[src/rtl/core/dcce_pkg.sv]
// Shared types and constants of the drilling canned cycle expander.
`timescale 1ns / 1ps
package dcce_pkg;

   // G codes the expander reacts to
   localparam logic [6:0] G_CANCEL      = 7'd80;
   localparam logic [6:0] G_DRILL       = 7'd81;
   localparam logic [6:0] G_DRILL_DWELL = 7'd82;
   localparam logic [6:0] G_PECK        = 7'd83;
   localparam logic [6:0] G_RET_INITIAL = 7'd98;
   localparam logic [6:0] G_RET_R       = 7'd99;

   // word_mask bit positions
   localparam int WB_G = 0;
   localparam int WB_X = 1;
   localparam int WB_Y = 2;
   localparam int WB_Z = 3;
   localparam int WB_R = 4;
   localparam int WB_F = 5;
   localparam int WB_Q = 6;
   localparam int WB_P = 7;

   // move kinds on the result channel
   localparam logic [2:0] KIND_RAPID_XY = 3'd0;
   localparam logic [2:0] KIND_RAPID_Z  = 3'd1;
   localparam logic [2:0] KIND_FEED_Z   = 3'd2;
   localparam logic [2:0] KIND_DWELL_S  = 3'd3;
   localparam logic [2:0] KIND_DWELL_MS = 3'd4;

   typedef enum logic [3:0] {
      ST_IDLE,
      ST_RAPID_XY,
      ST_RAPID_R,
      ST_PECK_FEED,
      ST_PECK_RAPID,
      ST_FEED,
      ST_DWELL,
      ST_RETRACT,
      ST_CANCEL
   } state_type;

endpackage

[src/rtl/core/dcce_req_if.sv]
// Command channel: one parsed G-code command per item.
`timescale 1ns / 1ps
interface dcce_req_if;
   logic               valid;
   logic               ready;
   logic        [6:0]  mode;
   logic        [7:0]  word_mask;
   logic               abs_positioning;
   logic signed [31:0] machine_z;
   logic signed [31:0] word_x;
   logic signed [31:0] word_y;
   logic signed [31:0] word_z;
   logic signed [31:0] word_r;
   logic        [31:0] word_f;
   logic signed [31:0] word_q;
   logic        [15:0] word_p;

   modport source (
      output valid, mode, word_mask, abs_positioning, machine_z,
             word_x, word_y, word_z, word_r, word_f, word_q, word_p,
      input  ready
   );
   modport sink (
      input  valid, mode, word_mask, abs_positioning, machine_z,
             word_x, word_y, word_z, word_r, word_f, word_q, word_p,
      output ready
   );
endinterface

[src/rtl/core/dcce_rsp_if.sv]
// Move channel: one motion or dwell command per item.
`timescale 1ns / 1ps
interface dcce_rsp_if;
   logic               valid;
   logic               ready;
   logic        [2:0]  move_kind;
   logic        [1:0]  axis_present;
   logic signed [31:0] target_x;
   logic signed [31:0] target_y;
   logic signed [31:0] target_z;
   logic        [31:0] feed_rate;
   logic        [15:0] dwell_time;
   logic               last_move;

   modport source (
      output valid, move_kind, axis_present, target_x, target_y, target_z,
             feed_rate, dwell_time, last_move,
      input  ready
   );
   modport sink (
      input  valid, move_kind, axis_present, target_x, target_y, target_z,
             feed_rate, dwell_time, last_move,
      output ready
   );
endinterface

[src/rtl/core/drilling_canned_cycle_expander.sv]
// Top level of the drilling canned cycle expander (G80..G83, G98, G99).
`timescale 1ns / 1ps
// Expands canned drilling commands into single moves. G98/G99 open a cycle
// (G98 retracts to the Z sampled at that command, G99 to the R plane) and
// clear the held Z, R, F, Q and P words. G81/G82/G83 in absolute mode
// inside a cycle give rapid XY, rapid to R, optional pecks (feed down by
// Q, rapid back to R), the feed to Z (none when it pecks with Z at or
// above R), an optional dwell and the retract, the last one flagged by
// last_move. G80 closes the cycle and, under R retract, returns to the
// initial Z. A single step unit adds Q to the running peck depth,
// compares it with R - Z and steps the peck target down by Q, once per
// peck, for at most MAX_PECKS pecks. At most one move leaves per cycle
// through the output register, while the move channel is ready; the
// command channel is not ready until the last move of a hole has been
// loaded there.
module drilling_canned_cycle_expander
   import dcce_pkg::*;
#(
   parameter int MAX_PECKS = 29
) (
   input  logic          clock,
   input  logic          reset,
   input  logic          csr_write_enable,
   input  logic          csr_write_data,
   dcce_req_if.sink      req_ch,
   dcce_rsp_if.source    rsp_ch
);

   // peck counter and running peck depth (up to (MAX_PECKS + 1) * Q)
   localparam int CntWidth = $clog2(MAX_PECKS + 1);
   localparam int AccWidth = 33 + CntWidth;

   // configuration
   logic dwell_in_millis_ff, dwell_in_millis_in;

   // cycle state
   state_type          state_ff, state_in;
   logic               cycle_active_ff, cycle_active_in;
   logic               retract_to_r_ff, retract_to_r_in;
   logic signed [31:0] initial_height_ff, initial_height_in;
   logic signed [31:0] retract_plane_ff, retract_plane_in;
   logic signed [31:0] held_depth_ff, held_depth_in;
   logic signed [31:0] held_r_ff, held_r_in;
   logic        [31:0] held_feed_ff, held_feed_in;
   logic signed [31:0] held_peck_ff, held_peck_in;
   logic        [15:0] held_dwell_ff, held_dwell_in;

   // per-hole working registers
   logic signed [31:0] hole_x_ff, hole_x_in;
   logic signed [31:0] hole_y_ff, hole_y_in;
   logic        [1:0]  hole_axes_ff, hole_axes_in;
   logic signed [33:0] depth_ff, depth_in;
   logic signed [AccWidth-1:0] acc_ff, acc_in;
   logic signed [31:0] peck_target_ff, peck_target_in;
   logic [CntWidth-1:0] peck_count_ff, peck_count_in;

   // output register
   logic               rsp_valid_ff, rsp_valid_in;
   logic        [2:0]  move_kind_ff, move_kind_in;
   logic        [1:0]  axis_present_ff, axis_present_in;
   logic signed [31:0] target_x_ff, target_x_in;
   logic signed [31:0] target_y_ff, target_y_in;
   logic signed [31:0] target_z_ff, target_z_in;
   logic        [31:0] feed_rate_ff, feed_rate_in;
   logic        [15:0] dwell_time_ff, dwell_time_in;
   logic               last_move_ff, last_move_in;

   // step unit: next peck depth, compare against R - Z, next peck target
   logic signed [AccWidth-1:0] step_acc;
   logic signed [31:0]         step_target;
   logic                       step_more;

   logic slot_free;
   logic req_fire;
   logic is_drill_code;

   assign step_acc    = acc_ff + AccWidth'(held_peck_ff);
   assign step_target = peck_target_ff - held_peck_ff;
   assign step_more   = (step_acc < AccWidth'(depth_ff)) &&
                        (peck_count_ff < CntWidth'(MAX_PECKS));

   assign slot_free = !rsp_valid_ff || rsp_ch.ready;
   assign req_ch.ready = (state_ff == ST_IDLE);
   assign req_fire = req_ch.valid && (state_ff == ST_IDLE);
   assign is_drill_code = (req_ch.mode == G_DRILL) || (req_ch.mode == G_DRILL_DWELL) ||
                          (req_ch.mode == G_PECK);

   always_comb begin
      // hold everything by default
      state_in          = state_ff;
      dwell_in_millis_in = csr_write_enable ? csr_write_data : dwell_in_millis_ff;
      cycle_active_in   = cycle_active_ff;
      retract_to_r_in   = retract_to_r_ff;
      initial_height_in = initial_height_ff;
      retract_plane_in  = retract_plane_ff;
      held_depth_in     = held_depth_ff;
      held_r_in         = held_r_ff;
      held_feed_in      = held_feed_ff;
      held_peck_in      = held_peck_ff;
      held_dwell_in     = held_dwell_ff;
      hole_x_in         = hole_x_ff;
      hole_y_in         = hole_y_ff;
      hole_axes_in      = hole_axes_ff;
      depth_in          = depth_ff;
      acc_in            = acc_ff;
      peck_target_in    = peck_target_ff;
      peck_count_in     = peck_count_ff;

      // drop the shown move once taken
      rsp_valid_in    = rsp_valid_ff && !rsp_ch.ready;
      move_kind_in    = move_kind_ff;
      axis_present_in = axis_present_ff;
      target_x_in     = target_x_ff;
      target_y_in     = target_y_ff;
      target_z_in     = target_z_ff;
      feed_rate_in    = feed_rate_ff;
      dwell_time_in   = dwell_time_ff;
      last_move_in    = last_move_ff;

      // a move loaded this cycle starts from all-zero fields
      if (slot_free && state_ff != ST_IDLE) begin
         axis_present_in = 2'd0;
         target_x_in     = 32'sd0;
         target_y_in     = 32'sd0;
         target_z_in     = 32'sd0;
         feed_rate_in    = 32'd0;
         dwell_time_in   = 16'd0;
         last_move_in    = 1'b0;
      end

      case (state_ff)
         ST_IDLE: begin
            if (req_fire && req_ch.word_mask[WB_G]) begin
               if (req_ch.mode == G_RET_INITIAL || req_ch.mode == G_RET_R) begin
                  initial_height_in = req_ch.machine_z;
                  retract_to_r_in   = (req_ch.mode == G_RET_R);
                  held_depth_in     = 32'sd0;
                  held_r_in         = 32'sd0;
                  held_feed_in      = 32'd0;
                  held_peck_in      = 32'sd0;
                  held_dwell_in     = 16'd0;
                  cycle_active_in   = 1'b1;
               end else if (req_ch.mode == G_CANCEL) begin
                  cycle_active_in = 1'b0;
                  if (retract_to_r_ff) begin
                     state_in = ST_CANCEL;
                  end
               end else if (cycle_active_ff && req_ch.abs_positioning && is_drill_code) begin
                  if (req_ch.word_mask[WB_Z]) held_depth_in = req_ch.word_z;
                  if (req_ch.word_mask[WB_R]) held_r_in     = req_ch.word_r;
                  if (req_ch.word_mask[WB_F]) held_feed_in  = req_ch.word_f;
                  if (req_ch.word_mask[WB_Q]) held_peck_in  = req_ch.word_q;
                  if (req_ch.word_mask[WB_P]) held_dwell_in = req_ch.word_p;
                  hole_axes_in = {req_ch.word_mask[WB_Y], req_ch.word_mask[WB_X]};
                  hole_x_in = req_ch.word_mask[WB_X] ? req_ch.word_x : 32'sd0;
                  hole_y_in = req_ch.word_mask[WB_Y] ? req_ch.word_y : 32'sd0;
                  state_in  = ST_RAPID_XY;
               end
            end
         end
         ST_RAPID_XY: begin
            if (slot_free) begin
               rsp_valid_in    = 1'b1;
               move_kind_in    = KIND_RAPID_XY;
               axis_present_in = hole_axes_ff;
               target_x_in     = hole_x_ff;
               target_y_in     = hole_y_ff;
               retract_plane_in = retract_to_r_ff ? held_r_ff : initial_height_ff;
               depth_in = 34'(held_r_ff) - 34'(held_depth_ff);
               state_in = ST_RAPID_R;
            end
         end
         ST_RAPID_R: begin
            if (slot_free) begin
               rsp_valid_in   = 1'b1;
               move_kind_in   = KIND_RAPID_Z;
               target_z_in    = held_r_ff;
               acc_in         = '0;
               peck_target_in = held_r_ff;
               peck_count_in  = '0;
               if (held_peck_ff <= 32'sd0) begin
                  state_in = ST_FEED;
               end else if (depth_ff > 34'sd0) begin
                  state_in = ST_PECK_FEED;
               end else if (held_dwell_ff != 16'd0) begin
                  state_in = ST_DWELL;
               end else begin
                  state_in = ST_RETRACT;
               end
            end
         end
         ST_PECK_FEED: begin
            // advance one peck, or close the loop with the feed to Z
            if (!step_more) begin
               state_in = ST_FEED;
            end else if (slot_free) begin
               rsp_valid_in   = 1'b1;
               move_kind_in   = KIND_FEED_Z;
               target_z_in    = step_target;
               feed_rate_in   = held_feed_ff;
               acc_in         = step_acc;
               peck_target_in = step_target;
               peck_count_in  = peck_count_ff + CntWidth'(1);
               state_in       = ST_PECK_RAPID;
            end
         end
         ST_PECK_RAPID: begin
            if (slot_free) begin
               rsp_valid_in = 1'b1;
               move_kind_in = KIND_RAPID_Z;
               target_z_in  = held_r_ff;
               state_in     = ST_PECK_FEED;
            end
         end
         ST_FEED: begin
            if (slot_free) begin
               rsp_valid_in = 1'b1;
               move_kind_in = KIND_FEED_Z;
               target_z_in  = held_depth_ff;
               feed_rate_in = held_feed_ff;
               state_in     = (held_dwell_ff != 16'd0) ? ST_DWELL : ST_RETRACT;
            end
         end
         ST_DWELL: begin
            if (slot_free) begin
               rsp_valid_in  = 1'b1;
               move_kind_in  = dwell_in_millis_ff ? KIND_DWELL_MS : KIND_DWELL_S;
               dwell_time_in = held_dwell_ff;
               state_in      = ST_RETRACT;
            end
         end
         ST_RETRACT: begin
            if (slot_free) begin
               rsp_valid_in = 1'b1;
               move_kind_in = KIND_RAPID_Z;
               target_z_in  = retract_plane_ff;
               last_move_in = 1'b1;
               state_in     = ST_IDLE;
            end
         end
         ST_CANCEL: begin
            if (slot_free) begin
               rsp_valid_in = 1'b1;
               move_kind_in = KIND_RAPID_Z;
               target_z_in  = initial_height_ff;
               last_move_in = 1'b1;
               state_in     = ST_IDLE;
            end
         end
         default: begin
            state_in = ST_IDLE;
         end
      endcase
   end

   // control state
   always_ff @(posedge clock) begin
      if (reset) begin
         state_ff           <= ST_IDLE;
         dwell_in_millis_ff <= 1'b0;
         cycle_active_ff    <= 1'b0;
         retract_to_r_ff    <= 1'b0;
         initial_height_ff  <= 32'sd0;
         retract_plane_ff   <= 32'sd0;
         held_depth_ff      <= 32'sd0;
         held_r_ff          <= 32'sd0;
         held_feed_ff       <= 32'd0;
         held_peck_ff       <= 32'sd0;
         held_dwell_ff      <= 16'd0;
         rsp_valid_ff       <= 1'b0;
      end else begin
         state_ff           <= state_in;
         dwell_in_millis_ff <= dwell_in_millis_in;
         cycle_active_ff    <= cycle_active_in;
         retract_to_r_ff    <= retract_to_r_in;
         initial_height_ff  <= initial_height_in;
         retract_plane_ff   <= retract_plane_in;
         held_depth_ff      <= held_depth_in;
         held_r_ff          <= held_r_in;
         held_feed_ff       <= held_feed_in;
         held_peck_ff       <= held_peck_in;
         held_dwell_ff      <= held_dwell_in;
         rsp_valid_ff       <= rsp_valid_in;
      end
   end

   // working and payload registers
   always_ff @(posedge clock) begin
      hole_x_ff       <= hole_x_in;
      hole_y_ff       <= hole_y_in;
      hole_axes_ff    <= hole_axes_in;
      depth_ff        <= depth_in;
      acc_ff          <= acc_in;
      peck_target_ff  <= peck_target_in;
      peck_count_ff   <= peck_count_in;
      move_kind_ff    <= move_kind_in;
      axis_present_ff <= axis_present_in;
      target_x_ff     <= target_x_in;
      target_y_ff     <= target_y_in;
      target_z_ff     <= target_z_in;
      feed_rate_ff    <= feed_rate_in;
      dwell_time_ff   <= dwell_time_in;
      last_move_ff    <= last_move_in;
   end

   assign rsp_ch.valid        = rsp_valid_ff;
   assign rsp_ch.move_kind    = move_kind_ff;
   assign rsp_ch.axis_present = axis_present_ff;
   assign rsp_ch.target_x     = target_x_ff;
   assign rsp_ch.target_y     = target_y_ff;
   assign rsp_ch.target_z     = target_z_ff;
   assign rsp_ch.feed_rate    = feed_rate_ff;
   assign rsp_ch.dwell_time   = dwell_time_ff;
   assign rsp_ch.last_move    = last_move_ff;

endmodule

[src/flat_wrapper.sv]
// flat-port wrapper written by rule: the top's interface ports become plain ports
module drilling_canned_cycle_expander_flat import dcce_pkg::*;
#(
   parameter int MAX_PECKS = 29
)
  (clock, reset, csr_write_enable, csr_write_data, req_ch_valid, req_ch_mode, req_ch_word_mask, req_ch_abs_positioning, req_ch_machine_z, req_ch_word_x, req_ch_word_y, req_ch_word_z, req_ch_word_r, req_ch_word_f, req_ch_word_q, req_ch_word_p, req_ch_ready, rsp_ch_valid, rsp_ch_move_kind, rsp_ch_axis_present, rsp_ch_target_x, rsp_ch_target_y, rsp_ch_target_z, rsp_ch_feed_rate, rsp_ch_dwell_time, rsp_ch_last_move, rsp_ch_ready);
  dcce_req_if req_ch_i ();
  dcce_rsp_if rsp_ch_i ();
  input  logic clock;
  input  logic reset;
  input  logic csr_write_enable;
  input  logic csr_write_data;
  input wire logic [$bits(req_ch_i.valid)-1:0] req_ch_valid;
  input wire logic [$bits(req_ch_i.mode)-1:0] req_ch_mode;
  input wire logic [$bits(req_ch_i.word_mask)-1:0] req_ch_word_mask;
  input wire logic [$bits(req_ch_i.abs_positioning)-1:0] req_ch_abs_positioning;
  input wire logic [$bits(req_ch_i.machine_z)-1:0] req_ch_machine_z;
  input wire logic [$bits(req_ch_i.word_x)-1:0] req_ch_word_x;
  input wire logic [$bits(req_ch_i.word_y)-1:0] req_ch_word_y;
  input wire logic [$bits(req_ch_i.word_z)-1:0] req_ch_word_z;
  input wire logic [$bits(req_ch_i.word_r)-1:0] req_ch_word_r;
  input wire logic [$bits(req_ch_i.word_f)-1:0] req_ch_word_f;
  input wire logic [$bits(req_ch_i.word_q)-1:0] req_ch_word_q;
  input wire logic [$bits(req_ch_i.word_p)-1:0] req_ch_word_p;
  output wire logic [$bits(req_ch_i.ready)-1:0] req_ch_ready;
  output wire logic [$bits(rsp_ch_i.valid)-1:0] rsp_ch_valid;
  output wire logic [$bits(rsp_ch_i.move_kind)-1:0] rsp_ch_move_kind;
  output wire logic [$bits(rsp_ch_i.axis_present)-1:0] rsp_ch_axis_present;
  output wire logic [$bits(rsp_ch_i.target_x)-1:0] rsp_ch_target_x;
  output wire logic [$bits(rsp_ch_i.target_y)-1:0] rsp_ch_target_y;
  output wire logic [$bits(rsp_ch_i.target_z)-1:0] rsp_ch_target_z;
  output wire logic [$bits(rsp_ch_i.feed_rate)-1:0] rsp_ch_feed_rate;
  output wire logic [$bits(rsp_ch_i.dwell_time)-1:0] rsp_ch_dwell_time;
  output wire logic [$bits(rsp_ch_i.last_move)-1:0] rsp_ch_last_move;
  input wire logic [$bits(rsp_ch_i.ready)-1:0] rsp_ch_ready;
  assign req_ch_i.valid = req_ch_valid;
  assign req_ch_i.mode = req_ch_mode;
  assign req_ch_i.word_mask = req_ch_word_mask;
  assign req_ch_i.abs_positioning = req_ch_abs_positioning;
  assign req_ch_i.machine_z = req_ch_machine_z;
  assign req_ch_i.word_x = req_ch_word_x;
  assign req_ch_i.word_y = req_ch_word_y;
  assign req_ch_i.word_z = req_ch_word_z;
  assign req_ch_i.word_r = req_ch_word_r;
  assign req_ch_i.word_f = req_ch_word_f;
  assign req_ch_i.word_q = req_ch_word_q;
  assign req_ch_i.word_p = req_ch_word_p;
  assign req_ch_ready = req_ch_i.ready;
  assign rsp_ch_valid = rsp_ch_i.valid;
  assign rsp_ch_move_kind = rsp_ch_i.move_kind;
  assign rsp_ch_axis_present = rsp_ch_i.axis_present;
  assign rsp_ch_target_x = rsp_ch_i.target_x;
  assign rsp_ch_target_y = rsp_ch_i.target_y;
  assign rsp_ch_target_z = rsp_ch_i.target_z;
  assign rsp_ch_feed_rate = rsp_ch_i.feed_rate;
  assign rsp_ch_dwell_time = rsp_ch_i.dwell_time;
  assign rsp_ch_last_move = rsp_ch_i.last_move;
  assign rsp_ch_i.ready = rsp_ch_ready;
  drilling_canned_cycle_expander #(.MAX_PECKS(MAX_PECKS)) u_core (.clock(clock), .reset(reset), .csr_write_enable(csr_write_enable), .csr_write_data(csr_write_data), .req_ch(req_ch_i), .rsp_ch(rsp_ch_i));
endmodule
[config.mk]
export PLATFORM = sky130hd
export DESIGN_NAME = drilling_canned_cycle_expander_flat
export DESIGN_NICKNAME = d
export VERILOG_FILES = /design/src/rtl/core/dcce_pkg.sv /design/src/rtl/core/dcce_req_if.sv /design/src/rtl/core/dcce_rsp_if.sv /design/src/rtl/core/drilling_canned_cycle_expander.sv /design/src/flat_wrapper.sv
export SDC_FILE = /design/constraint.sdc
export NUM_CORES = 1
export LEC_CHECK = 0
export BUFFER_PORTS_ARGS = -buffer_cell sky130_fd_sc_hd__buf_2
export CORE_MARGIN = 10
export CORE_UTILIZATION = 45
export DETAILED_ROUTE_END_ITERATION = 12
export GPL_TIMING_DRIVEN = 0
export PLACE_DENSITY = 0.72
export REMOVE_ABC_BUFFERS = 1
export SLEW_MARGIN = 20
export SYNTH_ARGS = -nofsm -noshare
export SYNTH_HDL_FRONTEND = slang
export SYNTH_SLANG_ARGS = --single-unit
[constraint.sdc]
create_clock -name clock -period 29.5 [get_ports clock]
set_input_delay 1.475 -clock clock [delete_from_list [all_inputs] [get_ports clock]]
set_output_delay 1.475 -clock clock [all_outputs]
set_load 0.1 [all_outputs]
==> impl_metrics.py <==
metrics = {
    "status": {
        "outcome": "completed",
    },
    "floorplan": {
        "die_area_um2": 71020,
        "rows": 90,
        "die_h_um": 266.5,
        "core_um2": 60250,
        "io_pins": 414,
        "initial_core_util": 0.4539,
        "die_w_um": 266.5,
    },
    "place": {
        "place_congestion": 0.8908,
        "place_inst": 3933,
        "hpwl_um": 64830,
        "dp_slack_ns": 22.44,
        "port_buffers": 413,
    },
    "timing": {
        "fin_tns_setup_ns": 0,
        "fin_crit_ns": 7.107,
        "finalHoldViolations": 0,
        "timing.final.crit_share": 0.2409,
        "fmax_ghz": 0.1407,
        "hold_ws_ns": 0.4461,
        "final-max-slew-violation-count": 0,
        "tightest_slew_ns": 1.111,
        "relSlewSlack": 0.2546,
        "rsz0062_at_grt": "false",
        "finClkSkew_ns": 0.05506,
        "setup-violations-final": 0,
        "fin_ws_ns": 22.39,
    },
    "synthesis": {
        "syn-cell-area_um2": 27340,
        "synth_ff_type": "dfxtp_1",
        "synth-async-reset-ratio": 0,
        "synth_top_area_frac": 0.2844,
        "synth-seq-area-share": 0.4902,
        "synth_warnings": 0,
        "ys_types": 72,
        "synth_edf_count": 259,
        "syn_area_per_cell_um2": 9.658,
        "synth_commonest_cells": "nand2_1, a21oi_1, dfxtp_1, edfxtp_1, nand3_1",
        "synthTopCellsByArea": "edfxtp_1, dfxtp_1, ha_1, a21oi_1, nand2_1",
        "synth_cells": 2831,
        "synth_most_common_cell": "nand2_1",
        "synth_seq_cells": 540,
        "synth_area_leader_cell": "edfxtp_1",
    },
    "route": {
        "postRouteAntennaNets": 0,
        "via_per_inst": 5.761,
        "wire_per_inst_um": 21.32,
        "drtPass1Iterations": 9,
        "drt_wl_total_um": 86630,
        "drt_iter0_drc": 2290,
        "via_count": 23410,
        "drc_errors": 0,
    },
    "critical_path": {
        "cp-endpoint": "u_core.acc_ff[1]",
        "path_max_fanout": 7,
        "rr_endpoint": "u_core.acc_ff[1]",
        "crit_path_max_incr_delay_ns": 0.91,
        "crit_start": "u_core.acc_ff[0]",
        "critPathArrivalTime_ns": 7.43,
        "crit_slowest_cell": "a2111oi_2",
        "worstReg2RegStart": "u_core.acc_ff[0]",
        "crit_type": "reg2reg",
        "critPathBufInv": 7,
        "cp-end-kind": "register",
        "r2r_slack_ns": 22.39,
        "crit_family": "compound AO/OA/AOI/OAI gates",
        "worstPathRequired_ns": 29.83,
        "reg2reg_depth": 25,
        "cp-start-kind": "register",
        "critPathMostFrequentCell": "buf_2",
        "crit_cells": 25,
    },
    "cts": {
        "cts.path.max_buffers": 3,
        "cts.sink_count": 540,
        "postCtsSetupRepairBufs": 0,
        "htreeDepth": 2,
        "path_clk_slew_ns": 0.07,
        "clock-root-buffer": "clkbuf_16",
        "cts_buffers": 55,
        "cts_tree": "done",
        "clkLatencyLatePin_ns": 0.66,
        "holdBufCountCts": 0,
        "cts-resized-gates": 0,
    },
    "layout": {
        "final_cell_count_no_fill": 4063,
        "n_fill_cell": 5323,
        "nNetsFinal": 3611,
        "area_delta_synth_final_pct": 19.99,
        "drive_gt1_frac": 0.1954,
    },
    "global_routing": {
        "met3_usage": 0.05954,
        "grt_pass1_wl_um": 131400,
        "grt_remaining_overflow": 0,
        "use_met2": 0.3803,
        "gr-usage-all-layers": 0.2339,
        "grt_start_max_net_pins": 117,
        "grt_pass1_vias": 22530,
        "grt_use_met1": 0.2932,
        "antenna_found_initial": 35,
        "grt.busiest_layer": "met2",
    },
    "power_and_ir_drop": {
        "power_density_nw_per_um2": 84.70,
        "p_leak_nw": 13.21,
        "peakVddDrop_v": 0.00008856,
    },
    "job": {
        "max_cap_viol_count": 0,
    },
    "hold_path": {
        "min_path_type": "reg2reg",
    },
}
routing by layer:
layer	routed length, µm	up-vias
li1	-	11160
met3	6941	186
met2	40810	895
met5	137	-
met1	35600	11140
met4	3146	22
worst reg2reg max path: stages (launching register included):
cell and delay [ns]:
edfxtp_1 0.37, ha_1 0.22, inv_1 0.07, fa_1 0.20
nor2b_1 0.06, o31a_1 0.27, o31ai_1 0.35, nand2_1 0.17
a221oi_2 0.47, o31ai_2 0.19, a221oi_1 0.41, o21ai_0 0.25
xor2_1 0.19, ha_1 0.31, and3_1 0.18, o21ai_0 0.08
o21ai_0 0.21, xor2_1 0.17, o211ai_1 0.25, a2111oi_2 0.91
buf_2 0.35, buf_2 0.25, buf_2 0.22, buf_2 0.23
buf_2 0.23, buf_2 0.21
cell usage in the layout, fill, tap and decap left out, drive strengths merged, types with 21 or more instances in the layout:
master,n
buf,489
nand2,357
a21oi,308
dfxtp,281
edfxtp,259
nand3,172
ha,138
a22o,131
inv,130
nor2,116
and2,104
clkbuf,91
o21ai,87
a21o,59
xnor2,53
a211oi,46
mux2i,39
xor2,34
a222oi,32
o211ai,29
diode,26
nor3,24
nor4,23
o21a,21
worst min path at each step:
stage,from,end,slack (ns),cells after the start
final,u_core.rsp_ch.last_move,u_core.rsp_ch.last_move,0.45,2
after global routing,u_core.rsp_ch.last_move,u_core.rsp_ch.last_move,0.47,2
after CTS,u_core.rsp_ch.last_move,u_core.rsp_ch.last_move,0.45,2
after detailed placement,u_core.rsp_ch.last_move,u_core.rsp_ch.last_move,0.44,2
after global placement,u_core.rsp_ch.last_move,u_core.rsp_ch.last_move,0.43,2
after floorplan,u_core.held_feed_ff[0],u_core.held_feed_ff[0],0.43,2
logic make-up (layout without fill, tap and decap cells):
group | Yosys count | count (layout) | share of synthesized area
AOI/OAI and AO/OA | 825 | 825 | 0.2041
xor gates and xnor gates | 87 | 87 | 0.02787
adders and majority gates | 141 | 141 | 0.06535
buffers and inverters | 299 | 723 | 0.04173
DFF | 540 | 540 | 0.4902
muxes | 46 | 46 | 0.01716
other | 0 | 26 | 0
and+or+nand+nor | 893 | 893 | 0.1536
power breakdown:
part | internal, W | switching (W)
Sequential | 0.000931 | 0.0000639
Clock | 0.000425 | 0.000310
Combinational | 0.000267 | 0.000782
Total | 0.00162 | 0.00116
final cells by class:
| cell class | count | area (µm²) | area share |
|---|---|---|---|
| multi-input combinational | 1992 | 12960 | 0.3951 |
| sequential | 540 | 13410 | 0.4086 |
| timing repair buffer | 489 | 2949 | 0.08989 |
| clock buffer | 91 | 1787 | 0.05446 |
| clock inverter | 13 | 171.4 | 0.005225 |
| tap | 782 | 978.4 | 0.02982 |
| inverter | 130 | 488.0 | 0.01487 |
| antenna | 26 | 65.06 | 0.001983 |
metrics by stage:
step | utilization | total power, W | cell area (µm²)
5_1_grt | 0.5442 | 0.002899 | 32790
3_3_place_gp | 0.4936 | 0.002086 | 29730
2_1_floorplan | - | 0.001797 | 26690
6_report | 0.5446 | 0.002779 | 32810
3_5_place_dp | 0.5110 | 0.002046 | 30790
4_1_cts | 0.5435 | 0.002779 | 32740
Note: power is estimated with default switching activity, not from simulation.
